**config.mk**
```make
export PLATFORM = sky130hd
export DESIGN_NAME = coin_eject_delay_scheduler_core
export DESIGN_NICKNAME = d
export VERILOG_FILES = /design/src/rtl/ced_pkg.sv /design/src/rtl/ced_cell.sv /design/src/rtl/coin_eject_delay_scheduler_core.sv
export SDC_FILE = /design/constraint.sdc
export NUM_CORES = 2
export LEC_CHECK = 0
export BUFFER_PORTS_ARGS = -buffer_cell sky130_fd_sc_hd__buf_2
export CAP_MARGIN = 15
export CORE_ASPECT_RATIO = 1.5
export CORE_MARGIN = 2
export CORE_UTILIZATION = 50
export CTS_CLUSTER_DIAMETER = 100
export DETAILED_ROUTE_END_ITERATION = 8
export HOLD_SLACK_MARGIN = 0.05
export PLACE_DENSITY_LB_ADDON = 0.1
export RECOVER_POWER = 25
export SLEW_MARGIN = 30
export SYNTH_ARGS = -nofsm -noshare
export SYNTH_HDL_FRONTEND = slang
export SYNTH_SLANG_ARGS = --single-unit
```
**constraint.sdc**
```tcl
create_clock -name clk -period 15.6 [get_ports clk]
set_input_delay 2.34 -clock clk [delete_from_list [all_inputs] [get_ports clk]]
set_output_delay 2.34 -clock clk [all_outputs]
set_load 0.02 [all_outputs]
```
**src/rtl/ced_pkg.sv**
```systemverilog
// Shared types and constants for the coin eject delay scheduler.
// Holds time arithmetic, coin and result codes, cell opcodes and register map.
// No dependencies.
package ced_pkg;

  // Signed remaining time of one queued ejection
  typedef logic signed [13:0] time_t;

  localparam time_t TIME_MIN = -14'sd8192;

  // Ejection delays per coin type
  localparam time_t DELAY_YUAN   = 14'sd3000;
  localparam time_t DELAY_JIAO   = 14'sd4000;
  localparam time_t DELAY_WUJIAO = 14'sd5000;
  localparam time_t DELAY_FALSE  = 14'sd6000;

  // Coin type codes
  localparam logic [1:0] COIN_JIAO   = 2'd0;
  localparam logic [1:0] COIN_WUJIAO = 2'd1;
  localparam logic [1:0] COIN_YUAN   = 2'd2;
  localparam logic [1:0] COIN_FALSE  = 2'd3;

  // Result kind codes
  localparam logic [1:0] KIND_QUEUED = 2'd0;
  localparam logic [1:0] KIND_EJECT  = 2'd1;
  localparam logic [1:0] KIND_TICK   = 2'd2;
  localparam logic [1:0] KIND_FULL   = 2'd3;

  // Most ejections reported by one tick
  localparam logic [4:0] EJECT_MAX = 5'd16;

  // Configuration register indexes
  localparam logic [2:0] REG_TICK        = 3'd0;
  localparam logic [2:0] REG_PULSE       = 3'd1;
  localparam logic [2:0] REG_BIG_LOW     = 3'd2;
  localparam logic [2:0] REG_BIG_HIGH    = 3'd3;
  localparam logic [2:0] REG_MID_LOW     = 3'd4;
  localparam logic [2:0] REG_MID_HIGH    = 3'd5;
  localparam logic [2:0] REG_COLOR_LIMIT = 3'd6;

  // Cell opcodes
  localparam logic [1:0] OP_HOLD  = 2'd0;
  localparam logic [1:0] OP_LOAD  = 2'd1;
  localparam logic [1:0] OP_KEEP  = 2'd2;
  localparam logic [1:0] OP_EJECT = 2'd3;

  // Control broadcast to every cell of the queue
  typedef struct packed {
    logic [1:0] op;
    time_t      new_time;
    logic [1:0] new_type;
    logic [9:0] pulse;
  } cell_ctl_t;

  // Subtract an unsigned amount, clamping at the time floor
  function automatic time_t sat_sub(time_t v, logic [9:0] amt);
    logic signed [14:0] d;
    d = $signed({v[13], v}) - $signed({5'b0, amt});
    if (d < $signed({TIME_MIN[13], TIME_MIN})) begin
      return TIME_MIN;
    end
    return d[13:0];
  endfunction

endpackage

```
**src/rtl/ced_cell.sv**
```systemverilog
// One queue slot of the coin eject delay scheduler: remaining time and coin type.
// Loads, ticks, takes pulses and shifts in its upper neighbor on removal.
// Depends on ced_pkg.
module ced_cell #(
  parameter int CW  = 5,
  parameter int IDX = 0
) (
  input  logic               clk,
  input  ced_pkg::cell_ctl_t ctl,
  input  logic [CW-1:0]      ptr,
  input  ced_pkg::time_t     nxt_time,
  input  logic [1:0]         nxt_type,
  output ced_pkg::time_t     time_q,
  output logic [1:0]         type_q
);
  import ced_pkg::*;

  time_t      time_r;
  logic [1:0] type_r;
  logic       here;
  logic       above;

  assign here  = (ptr == CW'(IDX));
  assign above = (ptr <= CW'(IDX));

  // Apply the broadcast operation to this slot
  always_ff @(posedge clk) begin
    case (ctl.op)
      OP_LOAD: begin
        if (here) begin
          time_r <= ctl.new_time;
          type_r <= ctl.new_type;
        end
      end
      OP_KEEP: begin
        if (here) begin
          time_r <= ctl.new_time;
        end
      end
      OP_EJECT: begin
        if (above) begin
          time_r <= sat_sub(nxt_time, ctl.pulse);
          type_r <= nxt_type;
        end else begin
          time_r <= sat_sub(time_r, ctl.pulse);
        end
      end
      default: begin
      end
    endcase
  end

  assign time_q = time_r;
  assign type_q = type_r;

endmodule

```
**src/rtl/coin_eject_delay_scheduler_core.sv**
```systemverilog
// Coin eject delay scheduler: classifies detected coins and times their ejection.
// Depends on ced_pkg and ced_cell (one cell per queue slot).
//
// Input channel (in_valid/in_ready): in_action 1 is a coin detection carrying
// in_diameter and in_color_diff; in_action 0 is a time tick.
// Result channel (out_valid/out_ready): out_kind, out_coin_type, out_type_count
// and out_last, which marks the final result of a request.
// Configuration: cfg_wr_en writes cfg_wdata into register cfg_index at once.
//
// A detection's single result shows the cycle after it is accepted. A tick walks
// the queue one slot per cycle through the row of cells unless stalled, with one
// result per ejection; a removal shifts the upper cells down in the same cycle.
// One request is worked on at a time; in_ready returns once the final result is in
// the output register and that register can take a new one. When the receiver
// stalls, the walk stops at its end, or at an ejection with one already held, until
// the output register frees. Reset empties the queue, clears the coin counters and
// loads the register defaults; slot contents need no clearing.
module coin_eject_delay_scheduler_core #(
  parameter int QUEUE_DEPTH = 16
) (
  input  logic        clk,
  input  logic        rst_n,
  input  logic        in_valid,
  output logic        in_ready,
  input  logic        in_action,
  input  logic [9:0]  in_diameter,
  input  logic [8:0]  in_color_diff,
  output logic        out_valid,
  input  logic        out_ready,
  output logic [1:0]  out_kind,
  output logic [1:0]  out_coin_type,
  output logic [31:0] out_type_count,
  output logic        out_last,
  input  logic        cfg_wr_en,
  input  logic [2:0]  cfg_index,
  input  logic [9:0]  cfg_wdata
);
  import ced_pkg::*;

  localparam int CW = $clog2(QUEUE_DEPTH + 1);
  localparam int IW = (QUEUE_DEPTH > 1) ? $clog2(QUEUE_DEPTH) : 1;

  localparam logic ST_IDLE = 1'b0;
  localparam logic ST_WALK = 1'b1;

  // Configuration registers
  logic [9:0] tick_amount_r, pulse_amount_r;
  logic [9:0] big_low_r, big_high_r, mid_low_r, mid_high_r;
  logic [8:0] color_limit_r;

  // Control state
  logic          state_r, state_nxt;
  logic [CW-1:0] count_r, count_nxt;
  logic [CW-1:0] ptr_r, ptr_nxt;
  logic [4:0]    ej_cnt_r, ej_cnt_nxt;
  logic          pend_valid_r, pend_valid_nxt;
  logic [1:0]    pend_type_r, pend_type_nxt;
  logic [31:0]   type_cnt_r [4];

  // Output register
  logic        out_valid_r, out_valid_nxt;
  logic [1:0]  out_kind_r, out_coin_type_r;
  logic [31:0] out_type_count_r;
  logic        out_last_r;

  // Output load request
  logic        out_load;
  logic [1:0]  o_kind, o_type;
  logic [31:0] o_count;
  logic        o_last;
  logic        out_can_load;

  // Cell row
  cell_ctl_t     cell_ctl;
  logic [CW-1:0] cell_ptr;
  time_t         cell_time [QUEUE_DEPTH];
  logic [1:0]    cell_type [QUEUE_DEPTH];
  time_t         nxt_time  [QUEUE_DEPTH];
  logic [1:0]    nxt_type  [QUEUE_DEPTH];

  // Classification and step datapath
  logic        is_big, is_mid;
  logic [1:0]  det_type;
  time_t       det_delay;
  logic [31:0] det_cnt_cur, det_cnt_inc;
  logic        cnt_wr;
  time_t       sel_time, t_step;
  logic [1:0]  sel_type;
  logic        step_expired;

  assign out_can_load = !out_valid_r || out_ready;
  assign in_ready     = (state_r == ST_IDLE) && out_can_load;

  // Classify a detected coin
  always_comb begin
    is_big = (in_diameter > big_low_r) && (in_diameter < big_high_r);
    is_mid = (in_diameter > mid_low_r) && (in_diameter < mid_high_r);
    if (is_big) begin
      det_type  = COIN_YUAN;
      det_delay = DELAY_YUAN;
    end else if (is_mid && (in_color_diff < color_limit_r)) begin
      det_type  = COIN_JIAO;
      det_delay = DELAY_JIAO;
    end else if (is_mid) begin
      det_type  = COIN_WUJIAO;
      det_delay = DELAY_WUJIAO;
    end else begin
      det_type  = COIN_FALSE;
      det_delay = DELAY_FALSE;
    end
    det_cnt_cur = type_cnt_r[det_type];
    det_cnt_inc = (&det_cnt_cur) ? det_cnt_cur : det_cnt_cur + 32'd1;
  end

  // Tick the slot under the walk pointer
  assign sel_time     = cell_time[ptr_r[IW-1:0]];
  assign sel_type     = cell_type[ptr_r[IW-1:0]];
  assign t_step       = sat_sub(sel_time, tick_amount_r);
  assign step_expired = (t_step[13] || (t_step == '0)) && (ej_cnt_r < EJECT_MAX);

  // Sequence detections and tick walks
  always_comb begin
    state_nxt      = state_r;
    count_nxt      = count_r;
    ptr_nxt        = ptr_r;
    ej_cnt_nxt     = ej_cnt_r;
    pend_valid_nxt = pend_valid_r;
    pend_type_nxt  = pend_type_r;
    cnt_wr         = 1'b0;
    cell_ctl.op       = OP_HOLD;
    cell_ctl.new_time = t_step;
    cell_ctl.new_type = det_type;
    cell_ctl.pulse    = pulse_amount_r;
    cell_ptr       = ptr_r;
    out_load       = 1'b0;
    o_kind         = KIND_TICK;
    o_type         = COIN_JIAO;
    o_count        = '0;
    o_last         = 1'b1;
    unique case (state_r)
      ST_IDLE: begin
        if (in_valid && in_ready) begin
          if (in_action) begin
            cnt_wr   = 1'b1;
            out_load = 1'b1;
            o_type   = det_type;
            o_count  = det_cnt_inc;
            if (count_r < CW'(QUEUE_DEPTH)) begin
              cell_ctl.op       = OP_LOAD;
              cell_ctl.new_time = det_delay;
              cell_ptr          = count_r;
              count_nxt         = count_r + 1'b1;
              o_kind            = KIND_QUEUED;
            end else begin
              o_kind = KIND_FULL;
            end
          end else begin
            state_nxt      = ST_WALK;
            ptr_nxt        = '0;
            ej_cnt_nxt     = '0;
            pend_valid_nxt = 1'b0;
          end
        end
      end
      ST_WALK: begin
        if (!(ptr_r < count_r)) begin
          // Walk done: hand over the held ejection or a plain tick result
          if (out_can_load) begin
            out_load  = 1'b1;
            state_nxt = ST_IDLE;
            if (pend_valid_r) begin
              o_kind  = KIND_EJECT;
              o_type  = pend_type_r;
              o_count = type_cnt_r[pend_type_r];
            end
          end
        end else if (step_expired) begin
          // Eject: release the held result first, then remove this slot
          if (!pend_valid_r || out_can_load) begin
            if (pend_valid_r) begin
              out_load = 1'b1;
              o_kind   = KIND_EJECT;
              o_type   = pend_type_r;
              o_count  = type_cnt_r[pend_type_r];
              o_last   = 1'b0;
            end
            cell_ctl.op    = OP_EJECT;
            pend_valid_nxt = 1'b1;
            pend_type_nxt  = sel_type;
            count_nxt      = count_r - 1'b1;
            ej_cnt_nxt     = ej_cnt_r + 5'd1;
          end
        end else begin
          cell_ctl.op = OP_KEEP;
          ptr_nxt     = ptr_r + 1'b1;
        end
      end
      default: begin
        state_nxt = ST_IDLE;
      end
    endcase
  end

  // Advance the output register
  always_comb begin
    if (out_load) begin
      out_valid_nxt = 1'b1;
    end else if (out_ready) begin
      out_valid_nxt = 1'b0;
    end else begin
      out_valid_nxt = out_valid_r;
    end
  end

  // Control registers
  always_ff @(posedge clk) begin
    if (!rst_n) begin
      state_r      <= ST_IDLE;
      count_r      <= '0;
      ptr_r        <= '0;
      ej_cnt_r     <= '0;
      pend_valid_r <= 1'b0;
      out_valid_r  <= 1'b0;
      for (int i = 0; i < 4; i++) begin
        type_cnt_r[i] <= '0;
      end
    end else begin
      state_r      <= state_nxt;
      count_r      <= count_nxt;
      ptr_r        <= ptr_nxt;
      ej_cnt_r     <= ej_cnt_nxt;
      pend_valid_r <= pend_valid_nxt;
      out_valid_r  <= out_valid_nxt;
      if (cnt_wr) begin
        type_cnt_r[det_type] <= det_cnt_inc;
      end
    end
  end

  // Payload registers
  always_ff @(posedge clk) begin
    pend_type_r <= pend_type_nxt;
    if (out_load) begin
      out_kind_r       <= o_kind;
      out_coin_type_r  <= o_type;
      out_type_count_r <= o_count;
      out_last_r       <= o_last;
    end
  end

  // Write configuration registers
  always_ff @(posedge clk) begin
    if (!rst_n) begin
      tick_amount_r  <= 10'd20;
      pulse_amount_r <= 10'd50;
      big_low_r      <= 10'd180;
      big_high_r     <= 10'd200;
      mid_low_r      <= 10'd145;
      mid_high_r     <= 10'd165;
      color_limit_r  <= 9'd80;
    end else if (cfg_wr_en) begin
      unique case (cfg_index)
        REG_TICK:        tick_amount_r  <= cfg_wdata;
        REG_PULSE:       pulse_amount_r <= cfg_wdata;
        REG_BIG_LOW:     big_low_r      <= cfg_wdata;
        REG_BIG_HIGH:    big_high_r     <= cfg_wdata;
        REG_MID_LOW:     mid_low_r      <= cfg_wdata;
        REG_MID_HIGH:    mid_high_r     <= cfg_wdata;
        REG_COLOR_LIMIT: color_limit_r  <= cfg_wdata[8:0];
        default: begin
        end
      endcase
    end
  end

  // Row of queue cells, each fed by its upper neighbor
  for (genvar g = 0; g < QUEUE_DEPTH; g++) begin : g_cell
    if (g == QUEUE_DEPTH - 1) begin : g_top
      assign nxt_time[g] = cell_time[g];
      assign nxt_type[g] = cell_type[g];
    end else begin : g_mid
      assign nxt_time[g] = cell_time[g+1];
      assign nxt_type[g] = cell_type[g+1];
    end
    ced_cell #(
      .CW  (CW),
      .IDX (g)
    ) u_cell (
      .clk      (clk),
      .ctl      (cell_ctl),
      .ptr      (cell_ptr),
      .nxt_time (nxt_time[g]),
      .nxt_type (nxt_type[g]),
      .time_q   (cell_time[g]),
      .type_q   (cell_type[g])
    );
  end

  assign out_valid      = out_valid_r;
  assign out_kind       = out_kind_r;
  assign out_coin_type  = out_coin_type_r;
  assign out_type_count = out_type_count_r;
  assign out_last       = out_last_r;

endmodule

```
### Word-level counts from Yosys, hierarchy flattened

Memory sizes are Yosys's and may differ from the RTL's. A register that Yosys moved wholly into a read port is not among the register bits.
Index checks and enable logic that the tools add are counted.

| word-level totals | value |
|---|---|
| flip-flop bits (word level) | 382 |
| bits in writable memories | 128 |
| input bits | 38 |
| output and inout bits | 39 |
| logic and storage cells | 579 |
| memories | 1 |

| operators by class | value |
|---|---|
| add/sub/neg operators | 22 |
| $lt $le $gt $ge | 42 |
| equality and inequality tests | 78 |
| mux-type cells | 321 |
| bitwise operators | 2 |
| reductions and logical operators | 63 |

Memories:

| memory | depth | bits a word | read ports | clocked after memory_dff | write ports | RTL line | RTL |
|---|---|---|---|---|---|---|---|
| type_cnt_r | 4 | 32 | 2 | 1 | 4 | coin_eject_delay_scheduler_core.sv:58 | `logic [31:0] type_cnt_r [4];` |

Operators by type and width:

| operator | number |
|---|---|
| 14-bit 2-to-1 mux | 85 |
| 14-bit case mux with 2 select lines | 16 |
| 32-bit 2-to-1 mux | 9 |
| 15-bit by 14-bit less-than comparator with 1-bit output, second input constant | 17 |
| 14-bit by 11-bit subtractor with 15-bit output | 17 |
| 2-bit 2-to-1 mux | 55 |
| 1-bit 2-to-1 mux | 106 |
| 2-bit by 1-bit != test with 1-bit output, second input constant | 51 |
| 5-bit 2-to-1 mux | 17 |
| 2-bit case mux with 2 select lines | 18 |
| 32-bit case mux with 2 select lines | 1 |
| 14-bit binary-select mux with 4-bit select | 1 |
| 2-bit AND reduction | 24 |
| 15-bit 2-to-1 mux | 3 |
| 3-bit AND reduction | 15 |
| 5-bit by 4-bit equality test with 1-bit output, second input constant | 8 |
| 5-bit by 4-bit <= comparator with 1-bit output, second input constant | 8 |
| 32-bit by 1-bit adder with 32-bit output, second input constant | 1 |
| 32-bit AND reduction | 1 |
| 32-bit OR reduction | 1 |
| 5-bit case mux with 2 select lines | 3 |
| 13-bit 2-to-1 mux | 2 |
| 5-bit by 3-bit equality test with 1-bit output, second input constant | 4 |
| 10-bit greater-than comparator | 2 |
| other kinds (34) | 63 |

### Depth between registers and ports, before layout

| depth | value |
|---|---|
| depth after elaboration | 19 |
| gate-level depth with buffers | 27 |
| gate-level depth less buffers | 21 |

### Modules after synthesis

From an unflattened synthesis, not the netlist that was laid out.

| unflattened totals | value |
|---|---|
| cells, all modules | 5173 |
| area total of the unflattened synthesis | 48652.9 um^2 |

Modules (own cells, without submodules):

| module | times used | cells each | area an instance (um^2) | seq. area each (um^2) |
|---|---|---|---|---|
| coin_eject_delay_scheduler_core | 1 | 1606 | 16692.3 | 6796.5 |
| ced_cell at g_cell[10].u_cell | 1 | 241 | 2120.8 | 480.5 |
| ced_cell at g_cell[12].u_cell | 1 | 221 | 2102.0 | 480.5 |
| ced_cell at g_cell[4].u_cell | 1 | 232 | 2063.2 | 480.5 |
| ced_cell at g_cell[2].u_cell | 1 | 242 | 2045.7 | 480.5 |
| ced_cell at g_cell[6].u_cell | 1 | 221 | 2034.5 | 480.5 |
| ced_cell at g_cell[11].u_cell | 1 | 221 | 2013.2 | 480.5 |
| ced_cell at g_cell[15].u_cell | 1 | 234 | 2011.9 | 480.5 |
| ced_cell at g_cell[7].u_cell | 1 | 221 | 2000.7 | 480.5 |
| ced_cell at g_cell[1].u_cell | 1 | 219 | 1983.2 | 480.5 |
| ced_cell at g_cell[5].u_cell | 1 | 225 | 1975.6 | 480.5 |
| ced_cell at g_cell[8].u_cell | 1 | 220 | 1965.6 | 480.5 |
| ced_cell at g_cell[9].u_cell | 1 | 224 | 1954.4 | 480.5 |
| ced_cell at g_cell[14].u_cell | 1 | 218 | 1941.9 | 480.5 |
| +3 rows | n/a | n/a | n/a | n/a |

### Worst setup path before layout

No wires, ideal clock.

| path | value |
|---|---|
| kind | reg2reg |
| from | register ptr_r[0] |
| to | register out_coin_type_r[0], in the netlist out_coin_type[0], enable pin |
| setup time | 0.487 ns |
| data arrival time | 8.229 ns |
| required time | 15.113 ns |
| setup slack | 6.884 ns |
| stages on the path, launching flop included | 18 |
| path buffers | 5 |
| clock period less this slack | 8.716 ns |
| path through | dfxtp_1 -> buf_2 -> buf_2 -> clkbuf_1 -> clkbuf_1 -> buf_1 -> mux4_2 -> mux4_2 -> fa_1 -> xor2_1 -> or4b_2 -> nor4_1 -> o2111ai_1 -> nor3_1 -> a31oi_1 -> nor2b_1 -> nor2b_1 -> o31ai_1 |

| on the way | value |
|---|---|
| longest elaborated chain between the ends | 14 |
| elaborated cells on any way between the ends | 15 |
| those cells by class | 1 x add/sub; 2 x order compare; 8 x mux; 1 x bitwise; 3 x reduce/logical |

RTL lines:

| what | RTL line | RTL |
|---|---|---|
| from (decl) | coin_eject_delay_scheduler_core.sv:54 | `logic [CW-1:0] ptr_r, ptr_nxt;` |
| from (signal assigned) | coin_eject_delay_scheduler_core.sv:230 | `ptr_r <= ptr_nxt;` |
| 4-bit inverter with 5-bit output (implied by the code) | coin_eject_delay_scheduler_core.sv:116 | `assign sel_time = cell_time[ptr_r[IW-1:0]];` |
| 14-bit binary-select mux with 4-bit select | coin_eject_delay_scheduler_core.sv:116 |  |
| 14-bit 2-to-1 mux (implied by the code) (2 in series) | coin_eject_delay_scheduler_core.sv:116 |  |
| 14-bit by 11-bit subtractor with 15-bit output | ced_pkg.sv:58 | `d = $signed({v[13], v}) - $signed({5'b0, amt});` |
| 15-bit by 14-bit less-than comparator with 1-bit output | ced_pkg.sv:59 | `if (d < $signed({TIME_MIN[13], TIME_MIN})) begin` |
| 1-bit 2-to-1 mux | ced_pkg.sv:59 |  |
| 14-bit 2-to-1 mux | ced_pkg.sv:62 | `return d[13:0];` |
| 14-bit logical NOT | coin_eject_delay_scheduler_core.sv:119 | `assign step_expired = (t_step[13] \|\| (t_step == '0)) && (ej_cnt_r < EJECT_MAX);` |
| 1-bit logical OR | coin_eject_delay_scheduler_core.sv:119 |  |
| 1-bit logical AND | coin_eject_delay_scheduler_core.sv:119 |  |
| 1-bit 2-to-1 mux | coin_eject_delay_scheduler_core.sv:177 | `end else if (step_expired) begin` |
| 1-bit 2-to-1 mux * | coin_eject_delay_scheduler_core.sv:166 | `if (!(ptr_r < count_r)) begin` |
| 1-bit case mux with 2 select lines * | coin_eject_delay_scheduler_core.sv:140 | `unique case (state_r)` |
| via out_load | coin_eject_delay_scheduler_core.sv:67 | `logic out_load;` |
| to (signal assigned) | coin_eject_delay_scheduler_core.sv:245 | `out_coin_type_r <= o_type;` |
| to (decl) | coin_eject_delay_scheduler_core.sv:62 | `logic [1:0] out_kind_r, out_coin_type_r;` |

Mark *: on every way through the listed nets, which the timed path passes. The rest lies on a longest branch. The select of a mux whose other input is x is not followed.
A chain may end at the register's enable or synchronous reset.

==> run summary <==
Outcome = finished, violations left
Failing checks = max-capacitance violations, max-slew violations
Leakage = 0.0147 uW
Finished Core Util = 54.8%
CTS tree = done
Initial Utilization = 50.4%
Main synth FF type = edfxtp_1
Crit-path max FO = 34
Worst Max-Slew Pin Slew = 2820 ps
Netlist cell types = 96
Minimum clock period = 10330 ps
Post-synth EDFFs = 423
Routed wire per std cell = 26.3 um
Tot GR Track Use = 33.6%
Antenna Diode Count = 0
Final Skew = 42.2 ps
Port buffer count = 76
Fraction of layout cells with a size suffix above 1 = 9.71%
Type of origin of the critical path = input pin
Crit Path Category = in -> reg
P per Cell Area = 97.8 mW/mm2
Number of synthesized register bits = 512
Yosys warnings = 0
Vias in the first global route = 31000
Final instance area = 0.0398 mm2
Ports = 77
Clk_lat worst skew = 660 ps
Syn nets = 4130
CTS sink count = 512
RSZ-0062 raised after global routing = no
Row count = 121
Post-synth ARST share = 0%
Commonest non-fill, non-tap cell in the layout = nand2_1
Peak VDD IR = 0.0926 mV
Total Neg Setup Slack = 0 ps
Post-Syn Instances = 3843
Gr ovfl total = 0
Total Nets Final = 4148
Detailed-route DRC error count = 0
Drt total wl = 127000 um
HPWL reported at the end of detailed placement = 91400 um
Post-CTS Hold Fix Bufs = 0
Antenna violations before repair = 0
Area Overhead vs Synth = 8.85%
CP endpoint kind = register
Clk buf depth = 3
CP required = 15830 ps
Placed inst area = 0.0381 mm2
Die ar. = 0.0753 mm2
CTS root buf = clkbuf_16
Global-route wire length before repair = 191000 um
Top cells by area, synth = edfxtp_1 35%, ha_1 7.9%, mux4_2 6.7%
Final setup vio count = 0
CORE AREA = 0.0725 mm2
Cts repair resizes = 0
Slew Viols, Final = 290
Syn Area/Cell = 9.51 um2
Post-CTS Setup Repair Bufs = 0
Most frequent cells in the layout = 430 x nand2_1, 423 x edfxtp_1, 321 x nor2_1
Largest net degree at the start of global routing = 73
Cell Area, Synth = 0.0365 mm2
Fmax = 96.8 MHz
Die Height = 335 um
Via-to-Cell Ratio = 6.53
Final Hold Fails = 0
Cell taking the most area after synthesis = edfxtp_1
Rel. slew slack = -87.7%
Max-cap viol count = 10
Final period utilization = 66.2%
Critical Path AT = 10560 ps
Chip Width = 225 um
CTS Buf Count = 54
Total number of vias = 31500
Clock H-tree levels = 2
Yosys top cell area share = 34.8%
Starting DRT DRC Count = 3166
Worst-path clk slew = 60 ps
Register area share after synthesis = 39.6%
Final GP Congestion = 0.991
Antenna viol nets, final = 0
DRT Pass-1 Iters = 6
HP Class = reg -> reg
## synthesized netlist by cell type (all sizes together), types with 33 or more instances
| cell type | instances |
|---|---|
| dfxtp | 89 |
| o31ai | 46 |
| o21ai | 215 |
| nor3 | 91 |
| nor2 | 332 |
| nand3 | 153 |
| inv | 209 |
| xor2 | 59 |
| mux4 | 108 |
| ha | 231 |
| nor4 | 35 |
| a221oi | 33 |
| a21o | 83 |
| edfxtp | 423 |
| xnor2 | 113 |
| a31oi | 108 |
| a21oi | 308 |
| clkbuf | 163 |
| nand2 | 430 |
| and3 | 67 |
| a2111oi | 44 |
| buf | 36 |
## logic make-up (layout without fill, tap and decap cells)
group	after synthesis	count (layout)	share of synthesized area [%]
and+or+nand+nor	1291	1291	16.5
AOI/OAI and AO/OA	1077	1077	19.0
DFF	512	512	39.6
buffers and inverters	409	471	4.30
adders and majority gates	249	249	8.90
xor gates and xnor gates	172	172	4.29
muxes	133	133	7.36
## flip-flops by register name (all words and copies together), names as in the netlist, 2 cells and up, named ones only
name / cells
mid_low_r: 10
out_type_count: 32
ptr_r: 5
g_cell.u_cell.time_q: 224
pulse_amount_r: 10
pend_type_r: 2
big_low_r: 10
color_limit_r: 9
type_cnt_r: 128
ej_cnt_r: 5
out_kind: 2
tick_amount_r: 10
out_coin_type: 2
g_cell.u_cell.type_q: 32
big_high_r: 10
count_r: 5
mid_high_r: 10
## layer usage
layer	part of all wire (%)	track usage, %
met1	37	38.6
met2	50	59.4
met3	6.2	3.96
met4	7.0	20.9
met5	0	0
## cell type report
type,instances,area [um2]
Fill cell,6683,32800
Clock buffer,76,1490
Sequential cell,512,14500
Clock inverter,24,250
Tap cell,922,1150
Multi-Input combinational cell,2922,20600
Timing Repair Buffer,161,945
Inverter,210,790
## path summary, 6_finish.rpt
check	startpoint	endpoint	slack (ps)	cells past startpoint
min reg2reg	mid_low_r[8]	mid_low_r[8]	450	2
max reg2reg	ptr_r[0]	g_cell[4].u_cell.time_q[4]	5510	20
min	mid_low_r[8]	mid_low_r[8]	450	2
max	in_diameter[9]	type_cnt_r[2][19]	5270	13
## stage by stage
step           power (uW)  instances  setup WS [ps]  hold slack (ps)
6_report             3890       4827           5270              453
2_1_floorplan        2240       3843           6880              436
3_5_place_dp         2580       4727           6260              446
4_1_cts              3890       4827           6200              455
3_3_place_gp         2570       4726           6390              441
5_1_grt              4030       4827           4860              470
## critical path, stage by stage
cell	delay (ps)
clkbuf_1	280
ha_1	350
and4_1	270
a21oi_1	170
o21ai_0	170
a221oi_4	210
clkbuf_1	1660
and2_0	1040
clkbuf_1	1080
nand2_1	90
clkbuf_1	820
nand2_1	270
clkbuf_1	1670
## power breakdown
part	switching, uW	internal [uW]
clock network	595	720
logic	615	309
registers	40.0	1610
total	1250	2640
No activity file was read; power rests on OpenSTA's default activity.
